`src/hdl/qkcv_pkg.sv`:
```
// ----------------------------------------------------------------------------
// qkcv_pkg
// Shared types, constants and the transition weight table for the
// quadrature knob with clamped value.
// ----------------------------------------------------------------------------
package qkcv_pkg;

   localparam int ValueWidth = 16;
   localparam int CodeWidth  = 4;
   localparam int StepWidth  = 2;
   localparam int CsrIdxWidth = 2;
   localparam int ReqDataWidth = 8;
   localparam int RspDataWidth = 40;

   typedef logic signed [ValueWidth-1:0] value_type;
   typedef logic signed [StepWidth-1:0]  step_type;
   typedef logic [CodeWidth-1:0]         code_type;
   typedef logic [CsrIdxWidth-1:0]       csr_index_type;

   localparam csr_index_type CsrLowerLimit = 2'd0;
   localparam csr_index_type CsrUpperLimit = 2'd1;
   localparam csr_index_type CsrStartValue = 2'd2;

   localparam value_type LowerDefault = 16'sd0;
   localparam value_type UpperDefault = 16'sd100;
   localparam value_type StartDefault = 16'sd20;
   localparam value_type CountMax     = 16'sd32767;
   localparam value_type CountMin     = -16'sd32767;
   localparam value_type ValueMax     = 16'sh7FFF;
   localparam value_type ValueMin     = 16'sh8000;

   localparam value_type PhaseUp      = 16'sd4;
   localparam value_type PhaseDown    = -16'sd4;
   localparam value_type WeightInvalid = 16'sd14;

   localparam code_type CodeReset = 4'd3;

   localparam step_type StepNone = 2'sb00;
   localparam step_type StepUp   = 2'sb01;
   localparam step_type StepDown = 2'sb11;

   typedef struct packed {
      value_type rotation_count;
      logic      value_changed;
      value_type clamped_value;
      step_type  step;
   } rsp_type;

   function automatic value_type weight_of(code_type code);
      value_type w;
      unique case (code)
         4'd0:    w = 16'sd0;
         4'd1:    w = -16'sd1;
         4'd2:    w = 16'sd1;
         4'd3:    w = WeightInvalid;
         4'd4:    w = 16'sd1;
         4'd5:    w = 16'sd0;
         4'd6:    w = WeightInvalid;
         4'd7:    w = -16'sd1;
         4'd8:    w = -16'sd1;
         4'd9:    w = WeightInvalid;
         4'd10:   w = 16'sd0;
         4'd11:   w = 16'sd1;
         4'd12:   w = WeightInvalid;
         4'd13:   w = 16'sd1;
         4'd14:   w = -16'sd1;
         default: w = 16'sd0;
      endcase
      return w;
   endfunction

endpackage

```
`src/hdl/qkcv_decode.sv`:
```
// ----------------------------------------------------------------------------
// qkcv_decode
// Transition code shift register, phase accumulator and detent decision.
// ----------------------------------------------------------------------------
module qkcv_decode (
   input  logic               clock,
   input  logic               reset,
   input  logic               enable,
   input  logic               pin_a,
   input  logic               pin_b,
   output qkcv_pkg::step_type step
);

   qkcv_pkg::code_type  code_ff, code_in;
   qkcv_pkg::value_type phase_ff, phase_in;
   qkcv_pkg::value_type phase_sum;
   qkcv_pkg::step_type  step_dec;

   always_comb begin
      code_in   = {code_ff[1:0], pin_a, pin_b};
      phase_sum = phase_ff + qkcv_pkg::weight_of(code_in);
      step_dec  = qkcv_pkg::StepNone;
      phase_in  = phase_sum;
      if (phase_sum[1:0] == 2'b00) begin
         phase_in = '0;
         if (phase_sum == qkcv_pkg::PhaseUp) begin
            step_dec = qkcv_pkg::StepDown;
         end else if (phase_sum == qkcv_pkg::PhaseDown) begin
            step_dec = qkcv_pkg::StepUp;
         end
      end
   end

   assign step = enable ? step_dec : qkcv_pkg::StepNone;

   always_ff @(posedge clock) begin
      if (reset) begin
         code_ff  <= qkcv_pkg::CodeReset;
         phase_ff <= '0;
      end else if (enable) begin
         code_ff  <= code_in;
         phase_ff <= phase_in;
      end
   end

   // phase is cleared whenever it lands on a multiple of four
   assert property (@(posedge clock) disable iff (reset)
      enable && step != qkcv_pkg::StepNone |=> phase_ff == '0)
      else $error("phase not cleared after detent");

endmodule

```
`src/hdl/quadrature_knob_clamped_value.sv`:
```
// A req_ transaction is registered before it shows on rsp_. Throughput: one
// transaction per cycle while the skid register is empty; a two-entry output
// stage (output + skid register) keeps req_tready up while one result waits.
// Reset: limits 0 / 100, value 20, count 0, flag 0, transition code 3.
// A csr_ write is always accepted; a start_value write also reloads the value.
// ----------------------------------------------------------------------------
// quadrature_knob_clamped_value
// Rotary encoder decoder driving a saturating count and a clamped value.
// ----------------------------------------------------------------------------
module quadrature_knob_clamped_value (
   input  logic                                  clock,
   input  logic                                  reset,
   input  logic                                  req_tvalid,
   output logic                                  req_tready,
   // pin_event, pin_a, pin_b, ack_value, take_count, 3 zero bits
   input  logic [qkcv_pkg::ReqDataWidth-1:0]     req_tdata,
   output logic                                  rsp_tvalid,
   input  logic                                  rsp_tready,
   // step[1:0], clamped_value[17:2], value_changed[18], rotation_count[34:19]
   output logic [qkcv_pkg::RspDataWidth-1:0]     rsp_tdata,
   input  logic                                  csr_valid,
   output logic                                  csr_ready,
   input  qkcv_pkg::csr_index_type               csr_index,
   input  logic [qkcv_pkg::ValueWidth-1:0]       csr_data
);

   logic req_fire, rsp_fire, csr_fire;
   logic pin_event, pin_a, pin_b, ack_value, take_count;

   qkcv_pkg::value_type lower_ff, lower_in;
   qkcv_pkg::value_type upper_ff, upper_in;
   qkcv_pkg::value_type knob_ff, knob_in;
   qkcv_pkg::value_type count_ff, count_in;
   logic                changed_ff, changed_in;

   qkcv_pkg::step_type  step;
   qkcv_pkg::value_type step_ext, knob_next, count_next;
   logic                move, moved, changed_now;
   qkcv_pkg::rsp_type   result;

   logic                out_valid_ff, skid_valid_ff;
   qkcv_pkg::rsp_type   out_data_ff, skid_data_ff;

   assign pin_event  = req_tdata[0];
   assign pin_a      = req_tdata[1];
   assign pin_b      = req_tdata[2];
   assign ack_value  = req_tdata[3];
   assign take_count = req_tdata[4];

   assign req_tready = !skid_valid_ff;
   assign csr_ready  = 1'b1;
   assign req_fire   = req_tvalid && req_tready;
   assign rsp_fire   = rsp_tvalid && rsp_tready;
   assign csr_fire   = csr_valid && csr_ready;

   qkcv_decode u_decode (
      .clock  (clock),
      .reset  (reset),
      .enable (req_fire && pin_event),
      .pin_a  (pin_a),
      .pin_b  (pin_b),
      .step   (step)
   );

   always_comb begin
      step_ext = {{(qkcv_pkg::ValueWidth-qkcv_pkg::StepWidth){step[1]}}, step};

      count_next = count_ff;
      if (step == qkcv_pkg::StepUp && count_ff != qkcv_pkg::CountMax) begin
         count_next = count_ff + step_ext;
      end else if (step == qkcv_pkg::StepDown && count_ff != qkcv_pkg::CountMin) begin
         count_next = count_ff + step_ext;
      end

      move = (knob_ff > lower_ff && knob_ff < upper_ff) ||
             (knob_ff == upper_ff && step == qkcv_pkg::StepDown) ||
             (knob_ff == lower_ff && step == qkcv_pkg::StepUp);
      moved = move &&
              !(step == qkcv_pkg::StepUp && knob_ff == qkcv_pkg::ValueMax) &&
              !(step == qkcv_pkg::StepDown && knob_ff == qkcv_pkg::ValueMin) &&
              step != qkcv_pkg::StepNone;
      knob_next   = moved ? knob_ff + step_ext : knob_ff;
      changed_now = changed_ff || moved;

      result.step           = step;
      result.clamped_value  = knob_next;
      result.value_changed  = changed_now;
      result.rotation_count = count_next;

      lower_in   = lower_ff;
      upper_in   = upper_ff;
      knob_in    = knob_ff;
      count_in   = count_ff;
      changed_in = changed_ff;

      if (req_fire) begin
         knob_in    = knob_next;
         count_in   = take_count ? '0 : count_next;
         changed_in = ack_value ? 1'b0 : changed_now;
      end

      if (csr_fire) begin
         unique case (csr_index)
            qkcv_pkg::CsrLowerLimit: lower_in = csr_data;
            qkcv_pkg::CsrUpperLimit: upper_in = csr_data;
            qkcv_pkg::CsrStartValue: knob_in  = csr_data;
            default: ;
         endcase
      end
   end

   always_ff @(posedge clock) begin
      if (reset) begin
         lower_ff   <= qkcv_pkg::LowerDefault;
         upper_ff   <= qkcv_pkg::UpperDefault;
         knob_ff    <= qkcv_pkg::StartDefault;
         count_ff   <= '0;
         changed_ff <= 1'b0;
      end else begin
         lower_ff   <= lower_in;
         upper_ff   <= upper_in;
         knob_ff    <= knob_in;
         count_ff   <= count_in;
         changed_ff <= changed_in;
      end
   end

   always_ff @(posedge clock) begin
      if (reset) begin
         out_valid_ff  <= 1'b0;
         skid_valid_ff <= 1'b0;
      end else if (skid_valid_ff) begin
         if (rsp_fire) begin
            out_data_ff   <= skid_data_ff;
            skid_valid_ff <= 1'b0;
         end
      end else if (req_fire) begin
         if (!out_valid_ff || rsp_fire) begin
            out_data_ff  <= result;
            out_valid_ff <= 1'b1;
         end else begin
            skid_data_ff  <= result;
            skid_valid_ff <= 1'b1;
         end
      end else if (rsp_fire) begin
         out_valid_ff <= 1'b0;
      end
   end

   assign rsp_tvalid = out_valid_ff;
   assign rsp_tdata  = {{(qkcv_pkg::RspDataWidth-$bits(qkcv_pkg::rsp_type)){1'b0}},
                        out_data_ff};

   assert property (@(posedge clock) disable iff (reset)
      skid_valid_ff |-> out_valid_ff)
      else $error("skid holds data while output register is empty");

   assert property (@(posedge clock) disable iff (reset)
      count_ff != qkcv_pkg::ValueMin)
      else $error("rotation count left its saturation range");

   assert property (@(posedge clock) disable iff (reset)
      !req_fire && !csr_fire |=> $stable(knob_ff) && $stable(count_ff))
      else $error("state moved without a transaction");

   assert property (@(posedge clock) disable iff (reset)
      rsp_tvalid |-> out_data_ff.step != 2'sb10)
      else $error("illegal step code on output");

endmodule

```
`config.mk`:
```
export PLATFORM = sky130hd
export DESIGN_NAME = quadrature_knob_clamped_value
export DESIGN_NICKNAME = d
export VERILOG_FILES = /design/src/hdl/qkcv_pkg.sv /design/src/hdl/qkcv_decode.sv /design/src/hdl/quadrature_knob_clamped_value.sv
export SDC_FILE = /design/constraint.sdc
export NUM_CORES = 1
export LEC_CHECK = 0
export BUFFER_PORTS_ARGS = -buffer_cell sky130_fd_sc_hd__buf_2
export CORE_MARGIN = 8
export CORE_UTILIZATION = 65
export CTS_CLUSTER_DIAMETER = 200
export CTS_CLUSTER_SIZE = 14
export DETAILED_ROUTE_END_ITERATION = 8
export PLACE_DENSITY = 0.85
export SKIP_LAST_GASP = 1
export SYNTH_ARGS = -nofsm -noshare
export SYNTH_HDL_FRONTEND = slang
export SYNTH_HIERARCHICAL = 1
export SYNTH_SLANG_ARGS = --single-unit
```
`constraint.sdc`:
```
create_clock -name clock -period 19.3 [get_ports clock]
set_clock_uncertainty 0.2 [all_clocks]
set_input_delay 3.86 -clock clock [delete_from_list [all_inputs] [get_ports clock]]
set_output_delay 3.86 -clock clock [all_outputs]
set_load 0.02 [all_outputs]
```
# Yosys cells after proc, flatten, opt, wreduce, memory -nomap -nowiden
# Memories as Yosys holds them, arrays and structs flattened.
# Cells that the tools add are included.
# W data, S select, Z words.
# op_classes
n_addsub	3
magnitude_cmp	2
n_eq_ne	14
n_mux	24
n_bitwise	3
n_reduce_logical	32
# op_table
cell	n
$mux W35	4
$mux W16	8
$add A16 B2 Y16	2
$eq A16 B16 Y1	2
$eq A16 B16 Y1 const B	2
$ne A16 B16 Y1 const B	2
$add A16 B16 Y16	1
$eq A16 B3 Y1 const B	1
$eq A16 B4 Y1 const B	1
$gt A16 B16 Y1	1
$lt A16 B16 Y1	1
$logic_and A1 B1 Y1	13
$mux W1	9
$reduce_and A4 Y1	2
$reduce_bool A2 Y1	4
$mux W2	3
$eq A2 B1 Y1 const B	2
$eq A2 B2 Y1 const B	2
$logic_not A1 Y1	4
$logic_not A2 Y1	2
$logic_or A1 B1 Y1	4
$reduce_and A2 Y1	2
$not A1 Y1	3
$reduce_and A3 Y1	1
2 further kinds	2
# totals
ff_bits	155
mem_bits_ro	256
input_bits	31
out_inout_bits	43
wordCells	96
n_memories	1
# memory_table
memory	words	width	rd	rd_ports_with_merged_regs	wr	line_no	text
(name not given)	16	16	1	0	0	qkcv_pkg.sv:51	unique case (code)

# Depth between registers and ports, before layout
# Gate-level depths: netlist (run 1).
# An unclocked memory read counts as a cell.
# depth
word_depth	18
ltp_mapped	25
ltp_nobuf	25

# By module
# Netlist (run 1), hierarchy kept.
# modules_own_cells
module	instances	cells_each	area_per_inst_um2
quadrature_knob_clamped_value	1	786	7818.7
qkcv_decode	1	191	1629.1

# Worst setup path after synthesis (run 1)
# Ideal clock, no wire load.
# synth_path
path_kind	input port to flip-flop
from	in req_tdata[1] (netlist name)
to	reg out_data_ff, in the netlist rsp_tdata[16], data pin
arrival_ps	9500
required_time_ps	18840
setup_slack_ps	9340
path_stages	23
cell_sequence	inv_1 ha_1 mux4_2 ha_1 a21o_1 a21oi_2 a21oi_2 o21a_1 a221o_1 xor2_1 and4b_4 a41o_1 ha_1 inv_1 fa_1 nor2b_1 o2111ai_1 a31oi_1 a311oi_1 o41ai_1 xor2_1 mux2_1 mux2_2
# synth_between
elab_cells_between_ends	28
cone_classes	add/sub: 2; eq/ne: 4; mux: 8; reduce/logical: 13; memory: 1
# synth_rtl
element	line_no	text
from (decl)	quadrature_knob_clamped_value.sv:16	input logic [qkcv_pkg::ReqDataWidth-1:0] req_tdata,
$mem_v2 Z16 W16 *	-	
$add A16 B16 Y16 *	qkcv_decode.sv:21	phase_sum = phase_ff + qkcv_pkg::weight_of(code_in);
$eq A16 B4 Y1	qkcv_decode.sv:26	if (phase_sum == qkcv_pkg::PhaseUp) begin
$mux W2	qkcv_decode.sv:26	
$mux W2 *	qkcv_decode.sv:24	if (phase_sum[1:0] == 2'b00) begin
$mux W2 *	qkcv_decode.sv:34	assign step = enable ? step_dec : qkcv_pkg::StepNone;
via step[1]	quadrature_knob_clamped_value.sv:36	qkcv_pkg::step_type step;
branches (longest 7 deep; another with $add A16 B2 Y16)	-	
$mux W16 *	quadrature_knob_clamped_value.sv:82	knob_next = moved ? knob_ff + step_ext : knob_ff;
via knob_next[14]	quadrature_knob_clamped_value.sv:37	qkcv_pkg::value_type step_ext, knob_next, count_next;
$mux W35 *	quadrature_knob_clamped_value.sv:138	if (!out_valid_ff || rsp_fire) begin
$mux W35 *	quadrature_knob_clamped_value.sv:137	end else if (req_fire) begin
$mux W35 *	quadrature_knob_clamped_value.sv:132	end else if (skid_valid_ff) begin
to (signal assigned)	quadrature_knob_clamped_value.sv:134	out_data_ff <= skid_data_ff;
to (signal assigned)	quadrature_knob_clamped_value.sv:139	out_data_ff <= result;
to (decl)	quadrature_knob_clamped_value.sv:42	qkcv_pkg::rsp_type out_data_ff, skid_data_ff;
# Mark *: on every way through the listed nets, which the timed path passes. The select of a mux whose other input is x is not followed.
# A chain may end at the register's enable or synchronous reset.

# Worst setup path after layout (run 1)
# Ends and elaborated chain as after synthesis.

==> results of run 1 <==
## worst min-delay path, delay by kind of cell, from the launching register on
| kind | cells | cell delay, ns |
|---|---|---|
| and+or+nand+nor | 1 | 0.05 |
| AOI/OAI and AO/OA | 1 | 0.05 |
| DFF | 1 | 0.31 |
## cell type report
class	instances	area (um^2)
clock buffer	19	464.2
timing repair buffer	72	380.4
multi-input combinational	731	5265
tap	184	230.2
inverter	52	195.2
fill	1030	3911
sequential	155	3804
clock inverter	12	118.9
## cell families (layout without fill, tap and decap cells)
family / count (synthesis) / after routing / share of synthesized area, %
flops: 155 / 155 / 40.26
compound gates: 262 / 262 / 18.36
simple gates: 272 / 272 / 13.80
other cells: 2 / 6 / 0.07949
buf+inv: 95 / 155 / 4.304
mux: 67 / 67 / 7.893
xor+xnor: 39 / 39 / 3.814
fa+ha+maj: 85 / 85 / 11.50
## worst paths after layout
check / startpoint / end / cells after the start
setup / recovery: req_tdata[1] / rsp_tdata[16] / 23
hold / removal: lower_ff[8] / lower_ff[8] / 2
hold reg to reg: lower_ff[8] / lower_ff[8] / 2
setup reg to reg: u_decode/code_ff[1] / rsp_tdata[16] / 20
## where the power goes
part	internal (mW)	leakage (nW)	switching, mW
Combinational	0.0448	2.72	0.0712
Sequential	0.356	1.30	0.00940
Clock	0.199	0.292	0.133
Total	0.600	4.31	0.213
## sequential cells by signal, summed over array words and instances (netlist names)
| signal | flops |
|---|---|
| lower_ff | 16 |
| u_decode/phase_ff | 16 |
| skid_data_ff | 35 |
| changed_ff | 1 |
| count_ff | 16 |
| upper_ff | 16 |
| u_decode/code_ff | 2 |
| rsp_tvalid | 1 |
| skid_valid_ff | 1 |
| rsp_tdata | 35 |
| knob_ff | 16 |
## metal layers
metal	track usage [%]	up-vias	part of all wire (%)
met5	0	-	0
met4	8.664	0	1.4
met3	4.883	28	7.3
met2	37.24	250	46
met1	31.93	3680	46
li1	-	3717	-
## layout by cell type (no fill, tap or decap), drive strengths merged, types with 7 or more instances in the layout
cell type	instances
nand3	9
a22oi	21
o21ai	43
xor2	17
o21a	11
a31oi	10
nand4	16
mux2	50
nor4	9
clkbuf	19
xnor2	22
clkinv	7
edfxtp	70
nor3	18
inv	54
nor2	59
mux2i	16
a21o	19
a211oi	11
a21oi	87
nand2	108
dfxtp	85
ha	82
o211ai	10
nor2b	11
buf	72
==> flow_metrics.tcl, run 1 <==
set metrics [dict create \
    outcome "finished, final reports clean" \
    synth-main-ff-cell "dfxtp_1" \
    die_height_um 136.6 \
    worst_hold_slack_ns 0.2551 \
    grt_pass1_wl_um 35510 \
    critPathTopFamily "compound AO/OA/AOI/OAI gates" \
    timing.critical_path.slowest_cell_delay_ns 0.67 \
    grt_setup_unrepaired "false" \
    yosys_warnings 6 \
    core_area_um2 14370 \
    arrival_worst_endpoint_ns 10.75 \
    timing.max_cap.violations 0 \
    tritoncts "yes" \
    post_synth_instance_area_um2 9448 \
    detail_route.wirelength_um 21760 \
    tritoncts.num_buffers 17 \
    setup.worst_path.end_class "register" \
    worst-setup-path-type "input pin to register" \
    fin_setup_tns_ns 0 \
    synth_enable_flop_cells 70 \
    synth.cells.most_frequent "108 x nand2_1, 85 x a21oi_1, 85 x dfxtp_1, 82 x ha_1, 70 x edfxtp_1" \
    overflow 0 \
    final_count_of_negative_setup_slack_endpoints 0 \
    io_pins 74 \
    die-width_um 136.6 \
    slowest_stage "mux4_2" \
    finalPower_mw 0.8136 \
    placed_area_um2 9874 \
    synth_seq_cells 155 \
    clk_latency_ns 0.43 \
    clock_sinks 155 \
    cts_hold_buffers 0 \
    post_synth.cell_area_avg_um2 9.670 \
    postLayoutCellArea_um2 10460 \
    first_global_vias 7228 \
    post_synth_num_cell_types 82 \
    cp.required_ns 19.28 \
    grt_use_total_pct 23.79 \
    insertedDiodeCount 0 \
    route.detailed.wl_per_inst_um 17.76 \
    syn2layout_area_growth_pct 10.69 \
    timing.critical_path.from_type "input pin" \
    timing.critical_path.cells "buf_2 > inv_1 > ha_1 > mux4_2 > ha_1 > a211o_1 > o21ai_2 > o21a_2 > o311ai_0 > nor4b_1 > and4b_4 > a41o_1 > ha_1 > inv_1 > fa_1 > nor2b_1 > o2111ai_1 > a31oi_1 > a311oi_1 > o41ai_1 > xor2_1 > mux2_1 > mux2_2" \
    synth-seq-area-share_pct 40.26 \
    drt_iter0_markers 601 \
    final_critical_path_setup_slack_ns 8.523 \
    finalWorstPathRequiredPeriod_ns 10.78 \
    vias_per_cell 6.265 \
    ir_worst_vdd_v 0.00006534 \
    total_leakage_power_nw 4.312 \
    cell_count_after_synthesis 977 \
    fin_nets 1145 \
    synth.most_common_cell "nand2_1" \
    gp_congestion 0.8839 \
    final_util_pct 72.78 \
    detailedPlacementHpwl_um 14850 \
    io_buffers 64 \
    fmaxAchievable_ghz 0.09279 \
    synth.top_cell.area_share_pct 22.25 \
    worst_slew_pin_slew_ns 0.9268 \
    dp_worst_setup_slack_ns 8.141 \
    synthDominantAreaCellType "edfxtp_1" \
    cts_htree_levels 4 \
    max_slew_margin_pct 37.94 \
    final_layout_size_suffix_gt1_share_pct 16.14 \
    die_outline_area_um2 18650 \
    crit_buf_inv 3 \
    hp-class "register to register" \
    cts_resized 0 \
    grt_antenna_before_repair 0 \
    cts_root_buffer "clkbuf_16" \
    route.detailed.drc 0 \
    library_cell_appearing_most_often_on_the_critical_path "ha_1" \
    first_pass_iters 5 \
    final-instance-count-excl-fill 1225 \
    final-hold-violation-count 0 \
    synth_top_cells_by_area "edfxtp_1 22%, dfxtp_1 18%, ha_1 11%" \
    start_util_pct 65.75 \
    async_reset_ff_share_pct 0 \
    timing.final.crit_share_pct 55.84 \
    slew_violations 0 \
    cts_post_setup_buffers_inserted 0 \
    core.rowCount 44 \
    setup.reg_to_reg.worst_slack_ns 11.87 \
    power_density_nw_per_um2 77.80 \
    detailroute.via_count 7675 \
    clk_transition_reported_paths_ns 0.06 \
    remaining_antenna_violation_count 0 \
    placedCellCount 1194 \
    critical_path.max_fanout 38 \
    grt_max_degree 71 \
    clk_path_buf_depth 2 \
]
Power figures use the tool's default switching activity.
==> run 2: changes to the inputs <==
--- a/config.mk
+++ b/config.mk
@@ -7,11 +7,11 @@
 export LEC_CHECK = 0
 export BUFFER_PORTS_ARGS = -buffer_cell sky130_fd_sc_hd__buf_2
 export CORE_MARGIN = 8
-export CORE_UTILIZATION = 65
+export CORE_UTILIZATION = 55
 export CTS_CLUSTER_DIAMETER = 200
 export CTS_CLUSTER_SIZE = 14
 export DETAILED_ROUTE_END_ITERATION = 8
-export PLACE_DENSITY = 0.85
+export PLACE_DENSITY = 0.77
 export SKIP_LAST_GASP = 1
 export SYNTH_ARGS = -nofsm -noshare
 export SYNTH_HDL_FRONTEND = slang
==> constraint.sdc (replaced) <==
create_clock -name clock -period 8.65 [get_ports clock]
set_clock_uncertainty 0.2 [all_clocks]
set_input_delay 1.73 -clock clock [delete_from_list [all_inputs] [get_ports clock]]
set_output_delay 1.73 -clock clock [all_outputs]
set_load 0.02 [all_outputs]
==> flow_metrics.tcl, run 2 (synthesis results as in run 1) <==
set metrics [dict create \
    outcome "finished, final reports clean" \
    detailroute.via_count 7591 \
    clk_path_buf_depth 2 \
    grt_pass1_wl_um 36450 \
    power_density_nw_per_um2 173.8 \
    io_buffers 64 \
    io_pins 74 \
    final_layout_size_suffix_gt1_share_pct 16.46 \
    arrival_worst_endpoint_ns 7.89 \
    cts_hold_buffers 0 \
    remaining_antenna_violation_count 0 \
    sequential_cell_fraction_of_total_power_pct 44.3 \
    drt_iter0_markers 598 \
    grt_setup_unrepaired "false" \
    tritoncts.num_buffers 17 \
    critPathTopFamily "compound AO/OA/AOI/OAI gates" \
    power_switching_share_pct 25.39 \
    worst-setup-path-type "input pin to register" \
    setup.reg_to_reg.worst_slack_ns 1.97 \
    grt_use_total_pct 20.55 \
    worst_slew_pin_slew_ns 0.9530 \
    die_outline_area_um2 21630 \
    core_area_um2 17060 \
    postLayoutCellArea_um2 10590 \
    syn2layout_area_growth_pct 12.13 \
    cts_htree_levels 4 \
    finalWorstPathRequiredPeriod_ns 7.921 \
    vias_per_cell 5.949 \
    slew_violations 0 \
    ff2ff_path_depth 22 \
    critical_path.max_fanout 13 \
    first_pass_iters 6 \
    final-hold-violation-count 0 \
    clk_latency_ns 0.42 \
    whs_path_depth 2 \
    timing.max_cap.violations 0 \
    max_slew_margin_pct 36.26 \
    route.detailed.wl_per_inst_um 17.30 \
    placed_area_um2 9993 \
    cp.required_ns 8.61 \
    library_cell_appearing_most_often_on_the_critical_path "ha_1" \
    setup.worst_path.end_class "register" \
    tritoncts "yes" \
    grt_antenna_before_repair 2 \
    detail_route.wirelength_um 22080 \
    timing.final.crit_share_pct 91.58 \
    internal-power_mw 1.374 \
    most-common-layout-cells "108 x nand2_1, 85 x a21oi_1, 85 x dfxtp_1, 82 x ha_1, 70 x edfxtp_1" \
    r2r_start "u_decode/code_ff[1]" \
    clock_power_share_pct 41.6 \
    cts_post_setup_buffers_inserted 0 \
    cts_root_buffer "clkbuf_16" \
    placedCellCount 1244 \
    timing.critical_path.from_type "input pin" \
    gp_congestion 0.9005 \
    hp-class "register to register" \
    timing.critical_path.slowest_cell_delay_ns 0.66 \
    crit_buf_inv 4 \
    clock_sinks 155 \
    final_count_of_negative_setup_slack_endpoints 0 \
    slowest_stage "mux4_2" \
    grt_max_degree 71 \
    clk_transition_reported_paths_ns 0.06 \
    die-width_um 147.1 \
    first_global_vias 7288 \
    worst_hold_launch "upper_ff[8]" \
    core.rowCount 48 \
    ir_worst_vdd_v 0.0001332 \
    p_comb_share_pct 14.1 \
    final_util_pct 62.11 \
    insertedDiodeCount 0 \
    total_leakage_power_nw 4.358 \
    die_height_um 147.1 \
    fin_setup_tns_ns 0 \
    fmaxAchievable_ghz 0.1262 \
    final-instance-count-excl-fill 1276 \
    cts_resized 0 \
    sw_pwr_mw 0.4674 \
    detailedPlacementHpwl_um 15510 \
    timing.hold.worst_endpoint "upper_ff[8]" \
    most_common_cell_after_layout_fill_and_taps_aside "nand2_1" \
    start_util_pct 55.39 \
    timing.rr.end "rsp_tdata[33]" \
    overflow 0 \
    fin_nets 1154 \
    route.detailed.drc 0 \
]
==> run 2: cell types whose count changed in the layout (fill, tap and decap cells not counted), sizes merged <==
cell      previous run  this run
buf                 72        81
clkbuf              19        24
clkinv               7         5
inv                 54        52
bufinv               2         3
clkinvlp             1         0
==> run 2: worst max path at each step <==
stage	start	end	depth (start not counted)
global route	req_tdata[1]	rsp_tdata[16]	23
global placement	req_tdata[1]	rsp_tdata[33]	25
CTS	req_tdata[1]	rsp_tdata[33]	25
floorplan	req_tdata[1]	rsp_tdata[16]	23
detailed placement	req_tdata[1]	rsp_tdata[16]	23
finish	req_tdata[1]	rsp_tdata[33]	25
==> run 2: area by class of cell <==
| class | instances | area, um^2 |
|---|---|---|
| Sequential cell | 155 | 3804 |
| Clock buffer | 24 | 483.0 |
| Inverter | 52 | 195.2 |
| Tap cell | 225 | 281.5 |
| Fill cell | 1435 | 6462 |
| Timing Repair Buffer | 81 | 447.9 |
| Multi-Input combinational cell | 731 | 5265 |
| Clock inverter | 8 | 117.6 |
==> run 2: routing by layer <==
metal / track usage, % / part of all wire [%] / vias up
met5: 0 / 0.12 / -
li1: - / - / 3742
met2: 32.55 / 46 / 230
met3: 4.583 / 6.4 / 30
met1: 27.51 / 46 / 3585
met4: 6.170 / 1.5 / 4
==> run 2: per-stage QoR <==
stage | setup WS, ns | hold slack, ns | power (mW)
6_report | 0.7285 | 0.2543 | 1.841
3_5_place_dp | 0.3854 | 0.2470 | 1.086
5_1_grt | 0.3936 | 0.2735 | 1.914
2_1_floorplan | 0.8203 | 0.2363 | 1.017
4_1_cts | 0.7871 | 0.2555 | 1.850
3_3_place_gp | 0.4421 | 0.2423 | 1.078
==> run 2: tightest hold or removal path: stages, from the launching register on <==
cell and delay [ns]:
dfxtp_1 0.31, nand2_1 0.05, a21oi_1 0.05
==> run 2: power groups by stage <==
stage	clock (mW)	sequential [mW]	combinational (mW)
finish	0.765	0.816	0.260
global route	0.807	0.819	0.288
CTS	0.775	0.815	0.259
detailed placement	0	0.831	0.255
global placement	0	0.830	0.249
floorplan	0	0.836	0.181
